===== src/rtl/gbos_pkg.sv =====
// gbos_pkg: shared types and constants of the greedy box overlap suppressor
// holds field widths, register indexes, verdict codes and the cell link structs
// depends on nothing
package gbos_pkg;

   // field widths fixed by the interface
   localparam int SCALE_W   = 4;
   localparam int COORD_W   = 12;
   localparam int CFG_W     = 8;
   localparam int PER_W     = 7;
   localparam int SCNT_W    = 8;
   localparam int KIDX_W    = 7;
   localparam int CSR_IDX_W = 2;

   // register reset values
   localparam logic [CFG_W-1:0] WIN_WIDTH_RST  = 8'd24;
   localparam logic [CFG_W-1:0] WIN_HEIGHT_RST = 8'd12;
   localparam logic [CFG_W-1:0] MAX_KEPT_RST   = 8'd100;
   localparam logic [PER_W-1:0] MAX_PER_RST    = 7'd50;

   typedef enum logic [CSR_IDX_W-1:0] {
      CSR_WIN_WIDTH  = 2'd0,
      CSR_WIN_HEIGHT = 2'd1,
      CSR_MAX_KEPT   = 2'd2,
      CSR_MAX_PER    = 2'd3
   } csr_idx_type;

   typedef enum logic [1:0] {
      V_KEPT    = 2'd0,
      V_TOTAL   = 2'd1,
      V_OVERLAP = 2'd2,
      V_SCALE   = 2'd3
   } verdict_type;

   typedef struct packed {
      logic [SCALE_W-1:0] scale;
      logic [COORD_W-1:0] x;
      logic [COORD_W-1:0] y;
   } box_type;

   // probe handed from cell to cell
   typedef struct packed {
      logic    tok;
      logic    hit;
      box_type box;
   } link_type;

   typedef struct packed {
      logic [CFG_W-1:0] width;
      logic [CFG_W-1:0] height;
   } win_type;

endpackage


===== src/rtl/gbos_scnt.sv =====
// gbos_scnt: per-scale kept counters in a small memory with valid bits
// depends on gbos_pkg
module gbos_scnt #(
   parameter int SCALE_BINS = 16,
   parameter int AW         = 4
) (
   input  logic                        clock,
   input  logic                        reset,
   input  logic                        clear,
   input  logic                        rd_en,
   input  logic [AW-1:0]               rd_addr,
   input  logic                        wr_en,
   input  logic [AW-1:0]               wr_addr,
   input  logic [gbos_pkg::SCNT_W-1:0] wr_data,
   output logic [gbos_pkg::SCNT_W-1:0] rd_count
);
   import gbos_pkg::*;

   logic [SCNT_W-1:0]     mem [SCALE_BINS];
   logic [SCALE_BINS-1:0] vld_ff;
   logic [SCNT_W-1:0]     rd_data_ff;
   logic                  rd_vld_ff;

   // counter storage
   always_ff @(posedge clock) begin
      if (wr_en) begin
         mem[wr_addr] <= wr_data;
      end
      if (rd_en) begin
         rd_data_ff <= mem[rd_addr];
      end
   end

   // valid bits, cleared at reset and at the start of a set
   always_ff @(posedge clock) begin
      if (reset || clear) begin
         vld_ff <= '0;
      end else if (wr_en) begin
         vld_ff[wr_addr] <= 1'b1;
      end
   end

   // read valid follows the read
   always_ff @(posedge clock) begin
      if (reset) begin
         rd_vld_ff <= 1'b0;
      end else if (rd_en) begin
         rd_vld_ff <= vld_ff[rd_addr] && !clear;
      end
   end

   assign rd_count = rd_vld_ff ? rd_data_ff : '0;

endmodule


===== config.mk =====
export PLATFORM = sky130hd
export DESIGN_NAME = gbos_scnt
export DESIGN_NICKNAME = d
export VERILOG_FILES = /design/src/rtl/gbos_pkg.sv /design/src/rtl/gbos_scnt.sv
export SDC_FILE = /design/constraint.sdc
export NUM_CORES = 1
export LEC_CHECK = 0
export BUFFER_PORTS_ARGS = -buffer_cell sky130_fd_sc_hd__buf_2
export CAP_MARGIN = 10
export CORE_MARGIN = 2
export CORE_UTILIZATION = 60
export CTS_CLUSTER_SIZE = 28
export DETAILED_ROUTE_END_ITERATION = 16
export HOLD_SLACK_MARGIN = 0.06
export PLACE_DENSITY_LB_ADDON = 0.1
export RECOVER_POWER = 25
export SETUP_SLACK_MARGIN = 0.4
export SLEW_MARGIN = 40
export SYNTH_ARGS = -nofsm -noshare
export SYNTH_HDL_FRONTEND = slang
export SYNTH_SLANG_ARGS = --single-unit

===== constraint.sdc =====
create_clock -name clock -period 2.99 [get_ports clock]
set_clock_uncertainty 0.2 [all_clocks]
set_input_delay 0.598 -clock clock [delete_from_list [all_inputs] [get_ports clock]]
set_output_delay 0.598 -clock clock [all_outputs]
set_load 0.005 [all_outputs]

After elaboration in Yosys (flattened, before gate mapping)
Memory sizes are Yosys's and may differ from the RTL's. A register that Yosys moved wholly into a read port is not among the register bits. Cells that the tools add are included. Widths: inputs -> output; s select.

Register bits after elaboration: 17. Memory bits (writable): 128. Output and inout bits: 8. Input port bits: 21. Memories kept: 1.

Memory list: mem (words 16, width 8, rd ports 1, clocked after Yosys merged registers in 1, wr ports 1, line gbos_scnt.sv:19) `logic [SCNT_W-1:0] mem [SCALE_BINS];`.

Reductions and logical operators: 4. Mux-type cells: 7. Order comparisons: 3. Bitwise logic cells: 1.

Operator list (count): $or 16x16->16 (1); $lt 4x5->1 const B (2); $mux 8 (1); $bmux 1 s4 (1); $demux 1 s4 (1); $ge 4x1->1 const B (1); $mux 1 (4); $logic_and 1x1->1 (2); $logic_not 1->1 (1); $logic_or 1x1->1 (1).

Longest topological paths before layout
Word-level depth: 5. Mapped depth: 5.

Worst setup path before layout
No wires, ideal clock.

Kind: input port to flip-flop. Start: input rd_addr[1]. End: register rd_data_ff[0], read port of mem (data pin). Stages: 4. Path buffers: 2. Setup time: 0.272 ns. Setup slack: 0.603 ns. Data arrival time: 1.915 ns. Cells stage by stage: buf_2 -> buf_1 -> mux4_2 -> mux4_2.

RTL lines: from (decl) (line gbos_scnt.sv:11) `input logic [AW-1:0] rd_addr,`; to (decl) (line gbos_scnt.sv:21) `logic [SCNT_W-1:0] rd_data_ff;`.

Worst setup path in the final report
Start: register rd_vld_ff. End: output rd_count[7] (netlist bit).

Word-level cells in the longest chain between the ends: 1.

Ends and longest elaborated chain: from (decl) (line gbos_scnt.sv:22) `logic rd_vld_ff;`; from (signal assigned) (line gbos_scnt.sv:48) `rd_vld_ff <= vld_ff[rd_addr] && !clear;`; $mux 8 (line gbos_scnt.sv:52) `assign rd_count = rd_vld_ff ? rd_data_ff : '0;`; to (decl) (line gbos_scnt.sv:15) `output logic [gbos_pkg::SCNT_W-1:0] rd_count`.

No other way between the ends.

==> out/metrics.csv <==
metric,value,unit
worst hold endpoint,rd_vld_ff,
average size of a mapped cell,21.90,sq um
Tcrit/Tclk final,0.7337,
largest net degree at the start of global routing,38,
Pins Over Slew Limit,0,
sw frac,0.2126,
outcome,"finished, final reports clean",
Worst Hold Class,in -> reg,
synth warn,0,
layout cells sized above 1,0.3559,
Fin. Hold Viols,0,
FF-to-FF End,rd_data_ff[5],
filler instances,560,
CTS tree,done,
crit path max fanout,9,
Tmin final,2194,ps
Initial Util,0.6244,
TNS Setup,0,ps
htree depth,4,
Bufs and invs on worst path,1,
CP required,2190,ps
CP Capture Type,output port,
DRC,0,
worst reg-to-reg path cell count,2,
Clock Tree Buf Depth,2,
crit path launch,rd_vld_ff,
WS Path Type,reg -> out,
Worst Max-Slew Pin Slew,724.9,ps
r2r startpoint,mem[15][5],
CTS Hold Bufs,0,
Net Sw Power,1.017,mW
vias in the first global route,2949,
share of power burned in registers,0.500,
Rows,35,
maximum capacitance violations,0,
Worst Hold Path Cells,4,
final setup vio count,0,
syn_nets,287,
worst vdd ir,411.9,uV
Vert. Die Dim,102.5,um
"Reg clk slew, reported paths",60,ps
Via density,6.160,
Relative slew margins,0.5149,
global-route wire length before repair,17750,um
total CTS buffers,17,
DRT iter0 DRCs,189,
total power,4.783,mW
drt total wl,11830,um
post-synthesis sequential area ratio,0.7596,
Tot GR Track Use,0.2535,
hold slack,184.8,ps
vias post-DR,2889,
Worst path slowest cell,dfxtp_1,
Post-Syn Area,5824,sq um
Core ar.,9328,sq um
"Largest stage delay, worst path",550,ps
dpl hpwl,6934,um
clock sinks,153,
Die ar.,10510,sq um
RSZ-0062 raised after global routing,no,
GR Overflow Total,0,
Pint,3.766,mW
initial antenna violation count,0,
synthesized flop and latch total,153,
clock power share,0.457,
Setup Buffers After CTS,0,
Antenna Cells,0,
gp weighted congestion,0.8586,
"Net count, final",348,
Port Buffers,28,
"Critical Path, Cell by Cell",and2_1 > buf_2,
crit path DAT,1400,ps
I/O Pins,29,
Pwr Density,697.3,nW/um^2
Post-DRT Antenna Nets,0,
Root Driver,clkbuf_8,
Worst-Skew Late Latency,530,ps
Syn Inst Count,266,
Die X-Extent,102.5,um
maximum clock frequency,455.8,MHz
static leakage,2.302,nW
Post-CTS Resized,0,
unique cell type count in the Yosys netlist,24,
FF-to-FF setup slack,1170,ps
Logic pwr share,0.044,
area growth from synthesis to layout,17.79,%
routed length per instance,25.22,um
crit path launch type,flop,
DRT Pass-1 Iters,4,
hold_sp,reset,
family with the most delay on the worst path,flip-flops,
[tightest hold or removal path: cells and delay by family]
family	cells	cell delay, ps
buffers and inverters	1	110
AND/OR/NAND/NOR	2	100
AO/OA/AOI/OAI	1	50
[cells by family (layout without fill, tap and decap cells)]
logic type / after synthesis / count (layout) / share of synthesized area
simple gates: 39 / 39 / 0.03545
buf+inv: 11 / 85 / 0.01203
flops: 153 / 153 / 0.7596
compound gates: 18 / 18 / 0.02320
mux: 45 / 45 / 0.1697
[through the flow]
stage	std cells	instance area, sq um	worst slack, ps	utilization
floorplan	266	5824	603.4	-
global placement	437	6269	462.4	0.6720
detailed placement	437	6269	454.5	0.6720
CTS	469	6869	740.2	0.7364
global route	469	6860	723.0	0.7355
finish	469	6860	796.2	0.7355
[worst max-delay path by stage]
| stage | depth (start not counted) | slack, ps | to |
|---|---|---|---|
| 2_1_floorplan | 4 | 600 | rd_data_ff[0] |
| 3_3_place_gp | 4 | 460 | rd_data_ff[7] |
| 3_5_place_dp | 4 | 450 | rd_data_ff[0] |
| 4_1_cts | 2 | 740 | rd_count[7] |
| 5_1_grt | 2 | 720 | rd_count[0] |
| 6_report | 2 | 800 | rd_count[7] |
[cell usage after synthesis]
library cell  instances  share of area
o21a_1               16          0.021
nand4b_1              1         0.0015
nand2_1               2         0.0013
nand2b_1              2         0.0021
buf_2                 2         0.0017
clkbuf_1              3         0.0019
mux4_2               43           0.17
edfxtp_1            136           0.70
nor3_1                4         0.0034
nand3_1               1        0.00086
or3b_2                1         0.0015
nand4_1               2         0.0021
nor3b_1               1         0.0013
buf_1                 2         0.0013
mux2i_1               2         0.0034
nor2b_1               1         0.0011
and2_1                8         0.0086
nand3b_1              2         0.0026
o31ai_1               1         0.0013
nor2_1               14         0.0090
buf_4                 1         0.0013
buf_6                 3         0.0058
dfxtp_1              17          0.058
a211oi_1              1         0.0013
[power by group through the flow]
| stage | logic, mW | clock network [mW] | registers [mW] |
|---|---|---|---|
| after floorplan | 0.128 | 0 | 2.43 |
| after global routing | 0.227 | 2.28 | 2.39 |
| final | 0.210 | 2.18 | 2.39 |
| after global placement | 0.209 | 0 | 2.43 |
| after detailed placement | 0.213 | 0 | 2.44 |
| after CTS | 0.216 | 2.21 | 2.39 |
[layer usage]
metal / vias up / wire length [um] / track usage
met5: - / 0 / 0
li1: 1234 / - / -
met4: 0 / 295 / 0.1026
met1: 1535 / 4938 / 0.3389
met3: 25 / 667 / 0.07322
met2: 95 / 5926 / 0.4007
[cell usage in the layout, fill, tap and decap left out, drive strengths merged]
cell	Yosys	layout
edfxtp	136	136
buf	8	46
mux4	43	43
clkbuf	3	24
dfxtp	17	17
o21a	16	16
nor2	14	14
and2	8	8
inv	0	8
nor3	4	4
bufinv	0	3
nand3b	2	2
nand2	2	2
nand2b	2	2
mux2i	2	2
nand4	2	2
clkinvlp	0	2
clkinv	0	2
nand3	1	1
or3b	1	1
nand4b	1	1
nor3b	1	1
nor2b	1	1
a211oi	1	1
o31ai	1	1
[flip-flops by register name, summed over array words and instances, names as in the netlist]
name        flops
mem           128
rd_data_ff      8
rd_vld_ff       1
vld_ff         16
[area by class of cell]
cell class / instances / area [sq um] / share of cell area
flip-flops and latches: 153 / 4424 / 0.6449
multi-input cells: 102 / 1330 / 0.1939
clock buffers: 17 / 414.1 / 0.06037
repair buffers: 53 / 344.1 / 0.05016
clock inverters: 15 / 186.4 / 0.02717
well taps: 129 / 161.4 / 0.02353
(Power assumes the default switching activity.)
