<file path="config.mk">
export PLATFORM = sky130hd
export DESIGN_NAME = gbos_cell
export DESIGN_NICKNAME = d
export VERILOG_FILES = /design/src/rtl/gbos_pkg.sv /design/src/rtl/gbos_cell.sv
export SDC_FILE = /design/constraint.sdc
export NUM_CORES = 1
export LEC_CHECK = 0
export ABC_AREA = 1
export BUFFER_PORTS_ARGS = -buffer_cell sky130_fd_sc_hd__buf_4
export CAP_MARGIN = 10
export CORE_UTILIZATION = 30
export CTS_CLUSTER_SIZE = 8
export DETAILED_ROUTE_END_ITERATION = 6
export PLACE_DENSITY_LB_ADDON = 0.1
export SYNTH_ARGS = -nofsm -noshare
export SYNTH_HDL_FRONTEND = slang
export SYNTH_SLANG_ARGS = --single-unit
</file>
<file path="constraint.sdc">
create_clock -name clock -period 4.8 [get_ports clock]
set_input_delay 0.24 -clock clock [delete_from_list [all_inputs] [get_ports clock]]
set_output_delay 0.24 -clock clock [all_outputs]
set_load 0.02 [all_outputs]
</file>
<file path="src/rtl/gbos_pkg.sv">
// gbos_pkg: shared types and constants of the greedy box overlap suppressor
// holds field widths, register indexes, verdict codes and the cell link structs
// depends on nothing
package gbos_pkg;

   // field widths fixed by the interface
   localparam int SCALE_W   = 4;
   localparam int COORD_W   = 12;
   localparam int CFG_W     = 8;
   localparam int PER_W     = 7;
   localparam int SCNT_W    = 8;
   localparam int KIDX_W    = 7;
   localparam int CSR_IDX_W = 2;

   // register reset values
   localparam logic [CFG_W-1:0] WIN_WIDTH_RST  = 8'd24;
   localparam logic [CFG_W-1:0] WIN_HEIGHT_RST = 8'd12;
   localparam logic [CFG_W-1:0] MAX_KEPT_RST   = 8'd100;
   localparam logic [PER_W-1:0] MAX_PER_RST    = 7'd50;

   typedef enum logic [CSR_IDX_W-1:0] {
      CSR_WIN_WIDTH  = 2'd0,
      CSR_WIN_HEIGHT = 2'd1,
      CSR_MAX_KEPT   = 2'd2,
      CSR_MAX_PER    = 2'd3
   } csr_idx_type;

   typedef enum logic [1:0] {
      V_KEPT    = 2'd0,
      V_TOTAL   = 2'd1,
      V_OVERLAP = 2'd2,
      V_SCALE   = 2'd3
   } verdict_type;

   typedef struct packed {
      logic [SCALE_W-1:0] scale;
      logic [COORD_W-1:0] x;
      logic [COORD_W-1:0] y;
   } box_type;

   // probe handed from cell to cell
   typedef struct packed {
      logic    tok;
      logic    hit;
      box_type box;
   } link_type;

   typedef struct packed {
      logic [CFG_W-1:0] width;
      logic [CFG_W-1:0] height;
   } win_type;

endpackage

</file>
<file path="src/rtl/gbos_cell.sv">
// gbos_cell: one slot of the kept-box chain, holds a box and tests the passing probe
// depends on gbos_pkg
module gbos_cell (
   input  logic              clock,
   input  logic              reset,
   input  gbos_pkg::link_type link_in,
   input  gbos_pkg::win_type  win,
   input  logic              active,
   input  logic              wr_en,
   input  gbos_pkg::box_type  wr_box,
   output gbos_pkg::link_type link_out
);
   import gbos_pkg::*;

   box_type             entry_ff;
   logic                tok_ff;
   logic                hit_ff;
   box_type             probe_ff;
   logic [COORD_W-1:0]  dx;
   logic [COORD_W-1:0]  dy;
   logic                match;
   logic                hit_in;

   // distance test against the stored box
   always_comb begin
      dx = (entry_ff.x > link_in.box.x) ? entry_ff.x - link_in.box.x
                                        : link_in.box.x - entry_ff.x;
      dy = (entry_ff.y > link_in.box.y) ? entry_ff.y - link_in.box.y
                                        : link_in.box.y - entry_ff.y;
      match = active && (entry_ff.scale == link_in.box.scale) &&
              (dx < COORD_W'(win.width)) && (dy < COORD_W'(win.height));
      hit_in = link_in.hit || (link_in.tok && match);
   end

   // stored box
   always_ff @(posedge clock) begin
      if (wr_en) begin
         entry_ff <= wr_box;
      end
   end

   // token moves one cell a cycle
   always_ff @(posedge clock) begin
      if (reset) begin
         tok_ff <= 1'b0;
      end else begin
         tok_ff <= link_in.tok;
      end
   end

   // probe payload and running hit flag
   always_ff @(posedge clock) begin
      hit_ff   <= hit_in;
      probe_ff <= link_in.box;
   end

   assign link_out = '{tok: tok_ff, hit: hit_ff, box: probe_ff};

endmodule

</file>
; ---- Word level (Yosys, flattened, before mapping)
; Cells that the tools add are included.
; Widths: inputs -> output; s select.
[classes]
n_eq_ne = 1
add_sub_neg = 4
bitwise_logic = 0
n_div = 0
reduce_logical = 5
muxes = 2
multipliers = 0
shifts = 0
magnitude_cmp = 4
[op_table]
columns = operator, count
row1 = $sub 12x12->12, 4
row2 = $gt 12x12->1, 2
row3 = $lt 12x8->1, 2
row4 = $mux 12, 2
row5 = $eq 4x4->1, 1
row6 = $logic_and 1x1->1, 4
row7 = $logic_or 1x1->1, 1
[word_totals]
latch_bits = 0
mem_count = 0
register_bits = 58
input_bits = 78
mem_bits_ro = 0
mem_bits_rw = 0

; ---- Depth between registers and ports, before layout
; Gate-level depths: netlist of the first run.
[logic_depth]
ltp_word = 7
mapped_depth = 28

; ---- Worst setup path after synthesis of the first run
; No wires, ideal clock.
[synth_timing]
path_kind = register -> register
startpoint = register entry_ff[0] in the netlist's numbering
endpoint = register hit_ff
path_stages_with_launch = 27
arrival_time_ns = 2.854
t_required_ns = 4.742
synth_period_minus_slack_ns = 2.912
slack_ns = 1.888
path_buffers = 0
setup_time_ns = 0.058
cell_sequence = edfxtp_1 > inv_1 > ha_1 > inv_1 > fa_1 > nand3_1 > nand3_1 > nand3_1 > nand3_1 > nand2_2 > clkinv_2 > nand3_1 > o21ai_1 > o21ai_1 > nand2_1 > nand2_1 > inv_1 > ha_1 > a22oi_1 > nand3b_1 > nor2_1 > nand2_1 > nor2_1 > nand3_1 > nor2_1 > nand3_1 > nand2_1
[synth_via]
elab_chain_len = 6
word_cells_on_any_way = 8
[synth_rtl]
columns = element, line
row1 = from (decl), gbos_cell.sv:15  ; box_type entry_ff;
row2 = from (signal assigned), gbos_cell.sv:38  ; entry_ff <= wr_box;
row3 = "$sub 12x12->12, or another cell as far along", gbos_cell.sv:29  ; : link_in.box.y - entry_ff.y;
row4 = $mux 12 (*), gbos_cell.sv:28  ; dy = (entry_ff.y > link_in.box.y) ? entry_ff.y - link_in.box.y
row5 = $lt 12x8->1 (*), gbos_cell.sv:31  ; (dx < COORD_W'(win.width)) && (dy < COORD_W'(win.height));
row6 = $logic_and 1x1->1 (*), gbos_cell.sv:31
row7 = $logic_and 1x1->1 (*), gbos_cell.sv:32  ; hit_in = link_in.hit || (link_in.tok && match);
row8 = $logic_or 1x1->1 (*), gbos_cell.sv:32
row9 = named net hit_in, gbos_cell.sv:22  ; logic hit_in;
row10 = to (signal assigned), gbos_cell.sv:53  ; hit_ff <= hit_in;
row11 = to (decl), gbos_cell.sv:17  ; logic hit_ff;
; The timed path passes the listed nets; every way through them passes the cells marked *.
; A chain may end at the register's enable or synchronous reset.

; ---- Final worst setup path of the first run
; Same ends and word-level chain as after synthesis.

==> results of run 1 <==
layout make-up:
type                       instances  share of cell area
clock buffer                      10              0.0379
timing repair buffer             110               0.138
multi-input combinational        454               0.433
inverter                         153              0.0954
sequential                        58               0.239
tap                              211              0.0437
clock inverter                     5              0.0133
cell families (layout without fill, tap and decap cells):
| kind of cell | Yosys count | count (layout) | share of synthesized area |
|---|---|---|---|
| AND/OR/NAND/NOR | 317 | 317 | 0.283 |
| buffers and inverters | 162 | 278 | 0.137 |
| adder cells (fa/ha/maj) | 64 | 64 | 0.177 |
| AO/OA/AOI/OAI | 58 | 58 | 0.0682 |
| flip-flops | 58 | 58 | 0.307 |
| XOR/XNOR | 14 | 14 | 0.0261 |
| multiplexers | 1 | 1 | 0.00213 |
worst paths after layout:
kind | start | end | slack (ns) | depth (start not counted)
hold / removal | link_in[11] | link_out[11] | 0.02 | 1
setup reg to reg | entry_ff[0] | hit_ff | 1.25 | 24
setup / recovery | entry_ff[0] | hit_ff | 1.25 | 24
hold reg to reg | entry_ff[24] | hit_ff | 0.87 | 9
power by group:
group / switching [mW] / internal [mW] / leakage, nW
logic: 0.392 / 0.256 / 2.69
registers: 0.0135 / 0.554 / 0.527
clock network: 0.240 / 0.450 / 0.146
per-layer routing:
metal | GRT usage | up-vias | routed length [um]
met3 | 0.0385 | 21 | 517
li1 | - | 2302 | -
met1 | 0.206 | 1967 | 5940
met2 | 0.289 | 118 | 6080
met5 | 0 | - | 0
met4 | 0.0679 | 0 | 251
cells in the mapped netlist (all sizes together):
library cell,n
nand2,217
nor2,36
or2,2
mux2i,1
o21ai,14
o211ai,1
o21bai,5
a22oi,1
o2111ai,1
edfxtp,28
o22ai,1
xor2,8
xnor2,6
fa,4
and2,1
dfxtp,30
nand4,13
nand3b,1
clkinv,1
nand3,47
a21oi,32
inv,152
a21o,1
ha,60
o21a,1
a21boi,1
buf,9
per-stage QoR:
| step | setup WS (ns) | std cells | cell area (um2) | utilization |
|---|---|---|---|---|
| after floorplan | 1.89 | 674 | 4700 | - |
| after global placement | 1.41 | 983 | 5700 | 0.373 |
| after detailed placement | 1.28 | 983 | 5700 | 0.373 |
| after CTS | 1.27 | 1001 | 6030 | 0.395 |
| after global routing | 0.761 | 1001 | 6030 | 0.395 |
| final | 1.25 | 1001 | 6030 | 0.395 |
what timing repair did:
action,in CTS,in global routing
setup endpoints to repair,0,0
hold buffers,3,0
endpoints found under the hold margin,3,0
worst max-delay path, cell delays in order, from the launching register on:
cell,delay [ns]
edfxtp_1,0.38
inv_1,0.07
ha_1,0.15
inv_1,0.06
fa_1,0.41
nand3_1,0.09
nand3_1,0.11
nand3_1,0.09
nand3_1,0.08
nand2_2,0.24
clkinv_2,0.20
o21ai_1,0.23
o211ai_1,0.12
nand2_1,0.09
inv_1,0.04
ha_1,0.28
a22oi_1,0.18
nand3b_1,0.10
nor2_1,0.09
nand2_1,0.05
nor2_1,0.12
nand3_1,0.08
nor2_1,0.09
nand3_1,0.08
nand2_1,0.06
registers in the layout, indices dropped and copies added, names as in the netlist:
| name | cells |
|---|---|
| link_out | 28 |
| hit_ff | 1 |
| entry_ff | 28 |
| tok_ff | 1 |
==> run metrics, run 1 <==
most frequent cells in the layout nand2_1, inv_1, buf_4; largest net degree at the start of global routing 29; Yosys warning count 0; placed wire-length estimate 10500 um; gr usage total 0.169; RePlAce Congestion 0.854; worst slew pin tran 0.455 ns; multi-input gate area in the final layout 2610 um2; gr ovfl total 0; # fillers 1658; synthesized area 4700 um2; WHS 0.0189 ns; Area contributors post-synth edfxtp_1, nand2_1, ha_1; clock transition at the registers of the reported paths 0.06 ns; # clock sinks 58; most common cell after layout, fill and taps aside nand2_1; Worst setup EP type flip-flop; share of layout cells above drive strength 1 0.171; via/cell ratio 4.40; CP Launch Type flip-flop; Synth top area share 0.179; drt drc 0; Worst EP arrival 3.83 ns; register area 1440 um2; Avg Inst Size Synth 6.97 um2; vias in the first global route 4395; post-route clock period utilization 0.739; leakage 3.36 nW; WL final 12800 um; Crit Path Max Fanout 13; Slew HR 0.693; IO Pins 108; core area 15300 um2; PwrDens 316 nW/um2; die width 127 um; Seq/Total Area, Yosys 0.307; initial antenna violation count 0; Routed Antenna Nets 0; row count 45; post-CTS sizing 0; fmax 282 MHz; Setup Skew 0.00808 ns; wire length per cell 12.8 um; sum of negative setup slack 0 ns; Max-cap violations 0; crit path time final 3.55 ns; TritonCTS clock tree done; Setup Fix Bufs, Post-CTS 0; CP Data Required Time 5.09 ns; CTS Root Cell clkbuf_16; depth of the CTS H-tree 3; Clk Latency, worst-skew pair 0.34 ns; WS Path Type reg -> reg; die footprint 16200 um2; peak supply drop 0.000177 V; min-delay worst type in -> reg; largest area contributor in the netlist edfxtp_1; Synth Register Bits 58; via count 4408; PortBufs 107; Slew Limit Fails 0; DR pass1 iterations 5; DRT iter0 DRCs 196; total power 1.91 mW; result of the run complete, no violations; Final setup violation count 0; initial core utilization 0.308; library cells used by synthesis 35; Final Hold Viols 0; maximum root-to-sink buffer count 2; RSZ-0062 raised after global routing false; Mapped Nets 816; ant diodes 0; Die Span Y 127 um; CTS Buf Count 9; synthesized instance count 674; area grow syn2layout 28.5%; first-pass GRT wire length 21000 um; NumNets Final 928
(Power assumes the default switching activity.)
==> inputs of run 2 (changes only) <==
ABC_AREA = 0   (was 1)
clock period = 3.4 ns   (was 4.8 ns; I/O delays follow)
==> run 2 against run 1 <==
Effect of this change: hold slack got worse by 0.0057 ns; via count fell by 15%; the flow now finishes with violations (setup timing); sequential power rose by 41%; global-route usage rose by 0.061 points; clock-buffer cell count rose by 2; final cell count fell by 17%; largest cell class unchanged.
==> run metrics, run 2 <==
# clock sinks 58 (unchanged); depth of the CTS H-tree 3 (unchanged); Max-cap violations 0 (unchanged); count leader, synth inv_1; Yosys warning count 0 (unchanged); post-route clock period utilization 1.01 (+0.272); DR pass1 iterations 5 (unchanged); NumNets Final 793 (-15%); RSZ-0062 raised after global routing true; initial antenna violation count 0 (unchanged); CP Data Required Time 3.64 ns (-1.45 ns); Hold EP entry_ff[3]; most common cell after layout, fill and taps aside buf_4; worst slew pin tran 0.674 ns (+0.219 ns); Avg Inst Size Synth 9.47 um2 (+36%); Crit Path Max Fanout 5 (-8); Setup Skew 0.00589 ns (-0.00219 ns); synthesized area 4110 um2 (-12%); CP Launch Type flip-flop; IO Pins 108 (unchanged); Area contributors post-synth edfxtp_1, ha_1, dfxtp_1; WHS Path Cells 1 (unchanged); via count 3752 (-15%); total power 2.77 mW (+45%); Worst setup EP type flip-flop; TritonCTS clock tree done; most frequent cells in the layout buf_4, inv_1, ha_1; Die Span Y 119 um (-6.4%); leakage 3.08 nW (-8.5%); RePlAce Congestion 0.863 (+0.98%); core area 13300 um2 (-13%); Worst Slack Setup Final -0.0373 ns (-1.29 ns); count of flip-flops with a built-in enable after synthesis 28 (unchanged); wire length per cell 13.5 um (+5.6%); Reg2Reg Depth 18 (-25%); GR Util met3 0.0259 (-0.0127); PwrDens 431 nW/um2 (+36%); die footprint 14200 um2 (-12%); gr ovfl total 0 (unchanged); global routing usage on met1 0.189 (-0.0174); die width 119 um (-6.4%); WHS 0.0132 ns (-0.00567 ns); synthesized instance count 434 (-36%); crit path time final 3.44 ns (-0.109 ns); post-placement cell area 5490 um2 (-3.5%); row count 42 (-6.7%); # fillers 1277 (-23%); result of the run finished, violations left; DRT iter0 DRCs 114 (-42%); largest area contributor in the netlist edfxtp_1; clock transition at the registers of the reported paths 0.06 ns (about the same); placed wire-length estimate 8650 um (-18%); Commonest cells post-synth inv_1, ha_1, a21oi_1, dfxtp_1, edfxtp_1; largest net degree at the start of global routing 29 (unchanged); share of layout cells above drive strength 1 0.343 (+0.172); Synth Register Bits 58 (unchanged); initial core utilization 0.309 (+0.00132); min-delay worst type in -> reg; Setup Slack @ Placement -0.450 ns (-1.73 ns); async set-reset flop share out of synthesis 0 (unchanged); Worst EP arrival 3.68 ns (-0.15 ns); WS Path Type reg -> reg; Primary FF master, synth dfxtp_1; Final setup violation count 1 (+1); fmax 291 MHz (+3.2%); CTS Buf Count 9 (unchanged); worst reg2reg startpoint entry_ff[0]; CTS Root Cell clkbuf_16; reg2reg end hit_ff; failing checks setup timing; hold_sp wr_box[3]; maximum root-to-sink buffer count 2 (unchanged); vias in the first global route 4022 (-8.5%); Routed Antenna Nets 0 (unchanged); first-pass GRT wire length 18600 um (-12%); via/cell ratio 4.51 (+2.4%); ant diodes 0 (unchanged); post-route cell area 6430 um2 (+6.6%); Reg2Reg Setup Slack -0.04 ns (-1.29 ns); PortBufs 107 (unchanged); WL final 11200 um (-12%); Slew Limit Fails 0 (unchanged); library cells used by synthesis 66 (+89%); gr usage total 0.170 (+0.000608); Slew HR 0.551 (-0.143); area grow syn2layout 56.5%; Synth top area share 0.205 (+0.0256); Final Hold Viols 0 (unchanged); Clk Latency, worst-skew pair 0.34 ns (about the same); gr busiest metal met2; Seq/Total Area, Yosys 0.351 (+0.0438); drt drc 0 (unchanged); peak supply drop 0.000195 V (+9.9%); GR Layer Usage met2 0.313 (+0.0240); Mapped Nets 576 (-29%)
run 2: changes by cell type after synthesis, moves of 7 or more:
cell | previous run | this run
nand2_1 | 210 | 19
inv_1 | 151 | 72
nand3_1 | 47 | 7
o21ai_0 | 6 | 21
nor2_1 | 31 | 20
nor2b_1 | 0 | 10
nand2_2 | 7 | 0
nand4_1 | 13 | 6
xnor2_1 | 6 | 13
run 2: how the worst max path moves through the flow:
stage / start / depth (start not counted) / to
after floorplan: entry_ff[12] / 20 / hit_ff
final: entry_ff[0] / 18 / hit_ff
after CTS: entry_ff[12] / 20 / hit_ff
after detailed placement: entry_ff[12] / 19 / hit_ff
after global routing: entry_ff[0] / 19 / hit_ff
after global placement: entry_ff[12] / 19 / hit_ff
run 2: layout make-up:
cell class	count	area (um2)	share of cell area
multi-input cells	290	2410	0.375
well taps	176	220	0.0342
flip-flops and latches	58	1440	0.224
inverters	72	270	0.0420
repair buffers	220	1770	0.276
clock inverters	4	47.5	0.00739
clock buffers	12	268	0.0416
run 2: logic make-up (layout without fill, tap and decap cells):
group	count (synthesis)	count (layout)	synth area share
AND/OR/NAND/NOR	90	91	0.122
flip-flops	58	58	0.351
buffers and inverters	87	308	0.0877
AO/OA/AOI/OAI	102	102	0.163
multiplexers	10	10	0.0253
adder cells (fa/ha/maj)	64	64	0.202
XOR/XNOR	23	23	0.0490
run 2: power by group:
group | leakage, nW | total [mW] | internal (mW) | switching [mW]
sequential | 0.527 | 0.802 | 0.783 | 0.0192
clock | 0.154 | 0.971 | 0.629 | 0.342
combinational | 2.40 | 1.00 | 0.513 | 0.486
run 2: repair_timing:
item,4_1_cts,5_1_grt
setup endpoints to repair,1,1
hold buffers,49,0
pin swaps,10,8
hold endpoints to repair,49,0
cloned,1,0
resized for setup,17,11
setup buffers,3,1
run 2: stage by stage:
stage          utilization  TNS [ns]  std cells
2_1_floorplan            -         0        434
3_3_place_gp         0.413    -0.294        762
3_5_place_dp         0.413    -0.450        762
4_1_cts              0.480    -0.135        831
5_1_grt              0.484    -0.327        832
6_report             0.484   -0.0373        832
run 2: worst max-delay path, stage by stage (launching register included):
cell and delay (ns):
edfxtp_1 0.38, inv_1 0.07, ha_2 0.18, inv_2 0.04, fa_2 0.36, nand3_4 0.08, a211oi_4 0.08, nor4bb_4 0.39
nor2_4 0.10, buf_4 0.17, o21ai_0 0.15, o21ai_0 0.13, xor2_1 0.16, ha_1 0.29, and4_1 0.23, nand2_1 0.08
o2111ai_2 0.17, nor3_2 0.06, a41o_1 0.21
run 2: layer usage:
| metal | vias up | part of all wire |
|---|---|---|
| met4 | 0 | 0.023 |
| li1 | 1936 | - |
| met2 | 68 | 0.52 |
| met5 | - | 0 |
| met1 | 1732 | 0.43 |
| met3 | 16 | 0.028 |
==> inputs of run 3 (changes only) <==
HOLD_SLACK_MARGIN = 0.06   (was unset)
==> run 3 against run 2 <==
Effect of this change: combinational power about the same; via count increased by 0.80%; register-to-register slack about the same; critical path type unchanged; sequential power about the same; critical path depth unchanged; final area increased by 1.6%; first-iteration DRC count decreased by 4.4%; power increased by 0.26%; largest cell class unchanged; die area unchanged; global-route usage increased by 0.11 points; the flow still finishes with violations (setup timing).
==> run metrics, run 3 (synthesis results as in run 2) <==
placed wire-length estimate 8650 um (unchanged); Clk Latency, worst-skew pair 0.34 ns (about the same); most common cell after layout, fill and taps aside buf_4; Die Span Y 119 um (unchanged); WL final 11300 um (+0.21%); Reg2Reg Depth 18 (unchanged); Worst Slack Setup Final -0.0381 ns (-0.000785 ns); worst reg2reg startpoint entry_ff[0]; vias in the first global route 4068 (+1.1%); drt drc 0 (unchanged); Worst EP arrival 3.68 ns (about the same); initial core utilization 0.309 (unchanged); PortBufs 107 (unchanged); initial antenna violation count 0 (unchanged); gr ovfl total 0 (unchanged); # clock sinks 58 (unchanged); PwrDens 425 nW/um2 (-1.3%); Slew HR 0.567 (+0.0165); worst slew pin tran 0.649 ns (-0.0248 ns); area grow syn2layout 58.9%; Final Hold Viols 0 (unchanged); NumNets Final 803 (+1.3%); TritonCTS clock tree done; Slew Limit Fails 0 (unchanged); gr usage total 0.171 (+0.00109); post-route clock period utilization 1.01 (about the same); CTS Root Cell clkbuf_16; RePlAce Congestion 0.863 (unchanged); Routed Antenna Nets 0 (unchanged); Setup Skew 0.00571 ns (-0.000182 ns); IO Pins 108 (unchanged); Hold EP entry_ff[11]; most frequent cells in the layout buf_4, inv_1, dlygate4sd3_1; ant diodes 0 (unchanged); Layout Cells excl Fill 842 (+1.2%); CTS Buf Count 9 (unchanged); CP Launch Type flip-flop; Crit Path Max Fanout 5 (unchanged); result of the run finished, violations left; via/cell ratio 4.49 (-0.40%); core area 13300 um2 (unchanged); Final setup violation count 1 (unchanged); die width 119 um (unchanged); Worst setup EP type flip-flop; WS Path Type reg -> reg; Reg2Reg Setup Slack -0.04 ns (about the same); crit path time final 3.44 ns (+0.000784 ns); Core Util, Final 0.491 (+0.00753); hold_sp wr_en; min-delay worst type in -> reg; fmax 291 MHz (about the same); maximum root-to-sink buffer count 2 (unchanged); peak supply drop 0.000193 V (-0.98%); die footprint 14200 um2 (unchanged); CP Data Required Time 3.64 ns (about the same); wire length per cell 13.4 um (-0.98%); first-pass GRT wire length 18800 um (+0.96%); Max-cap violations 0 (unchanged); row count 42 (unchanged); total power 2.78 mW (+0.26%); reg2reg end hit_ff; leakage 3.12 nW (+1.4%); clock transition at the registers of the reported paths 0.06 ns (about the same); failing checks setup timing; Setup crit start entry_ff[0]; largest net degree at the start of global routing 29 (unchanged); via count 3782 (+0.80%); share of layout cells above drive strength 1 0.338 (-0.00515); DRT iter0 DRCs 109 (-4.4%); DR pass1 iterations 4 (-1); Inst Count DP 762 (unchanged); WHS Path Cells 1 (unchanged); depth of the CTS H-tree 3 (unchanged); RSZ-0062 raised after global routing true
## run 3: changes by cell type in the layout (fill, tap and decap cells not counted)
| cell | change |
|---|---|
| dlygate4sd3_1 | +10 |
## run 3: how the worst max path moves through the flow
stage          slack, ns      to
2_1_floorplan       0.09  hit_ff
3_3_place_gp       -0.29  hit_ff
3_5_place_dp       -0.45  hit_ff
4_1_cts            -0.14  hit_ff
5_1_grt            -0.33  hit_ff
6_report           -0.04  hit_ff
## run 3: metal layers
layer	track usage	wire [um]	vias to the layer above	share of wire
met3	0.0249	284	14	0.025
met5	0	0	-	0
met2	0.318	5870	61	0.52
met4	0.0831	250	0	0.022
met1	0.189	4850	1751	0.43
li1	-	-	1956	-
## run 3: worst max-delay path, stage by stage, from the launching register on
cell and delay, ns:
edfxtp_1 0.38, inv_1 0.07, ha_2 0.18, inv_2 0.04
fa_2 0.36, nand3_4 0.08, a211oi_4 0.08, nor4bb_4 0.39
nor2_4 0.10, buf_4 0.17, o21ai_0 0.15, o21ai_0 0.13
xor2_1 0.16, ha_1 0.29, and4_1 0.23, nand2_1 0.08
o2111ai_2 0.17, nor3_2 0.06, a41o_1 0.21
## run 3: cell type report
type / count / area [um2]
Fill cell: 1270 / 6760
Inverter: 72 / 270
Tap cell: 176 / 220
Clock inverter: 4 / 47.5
Multi-Input combinational cell: 290 / 2410
Timing Repair Buffer: 230 / 1870
Sequential cell: 58 / 1440
Clock buffer: 12 / 268
## run 3: repair_timing
item | CTS | global route
setup buffers | 3 | 1
endpoints found under the hold margin | 58 | 0
pin swaps | 10 | 8
cloned | 1 | 0
setup endpoints to repair | 1 | 1
hold buffers | 59 | 0
gates resized for setup | 17 | 11
## run 3: through the flow
step                TNS, ns  setup slack, ns  area, um2  hold WS, ns
floorplan                 0           0.0887       4110        0.198
global placement     -0.294           -0.294       5490        0.285
detailed placement   -0.450           -0.450       5490        0.289
CTS                  -0.135           -0.135       6480        0.298
global route         -0.327           -0.327       6530        0.314
finish              -0.0381          -0.0381       6530        0.297
## run 3: power by group
part / leakage [nW] / switching (mW) / internal, mW / total [mW]
logic: 2.44 / 0.488 / 0.521 / 1.01
clock network: 0.154 / 0.340 / 0.629 / 0.969
registers: 0.527 / 0.0192 / 0.783 / 0.802
total: 3.12 / 0.847 / 1.93 / 2.78
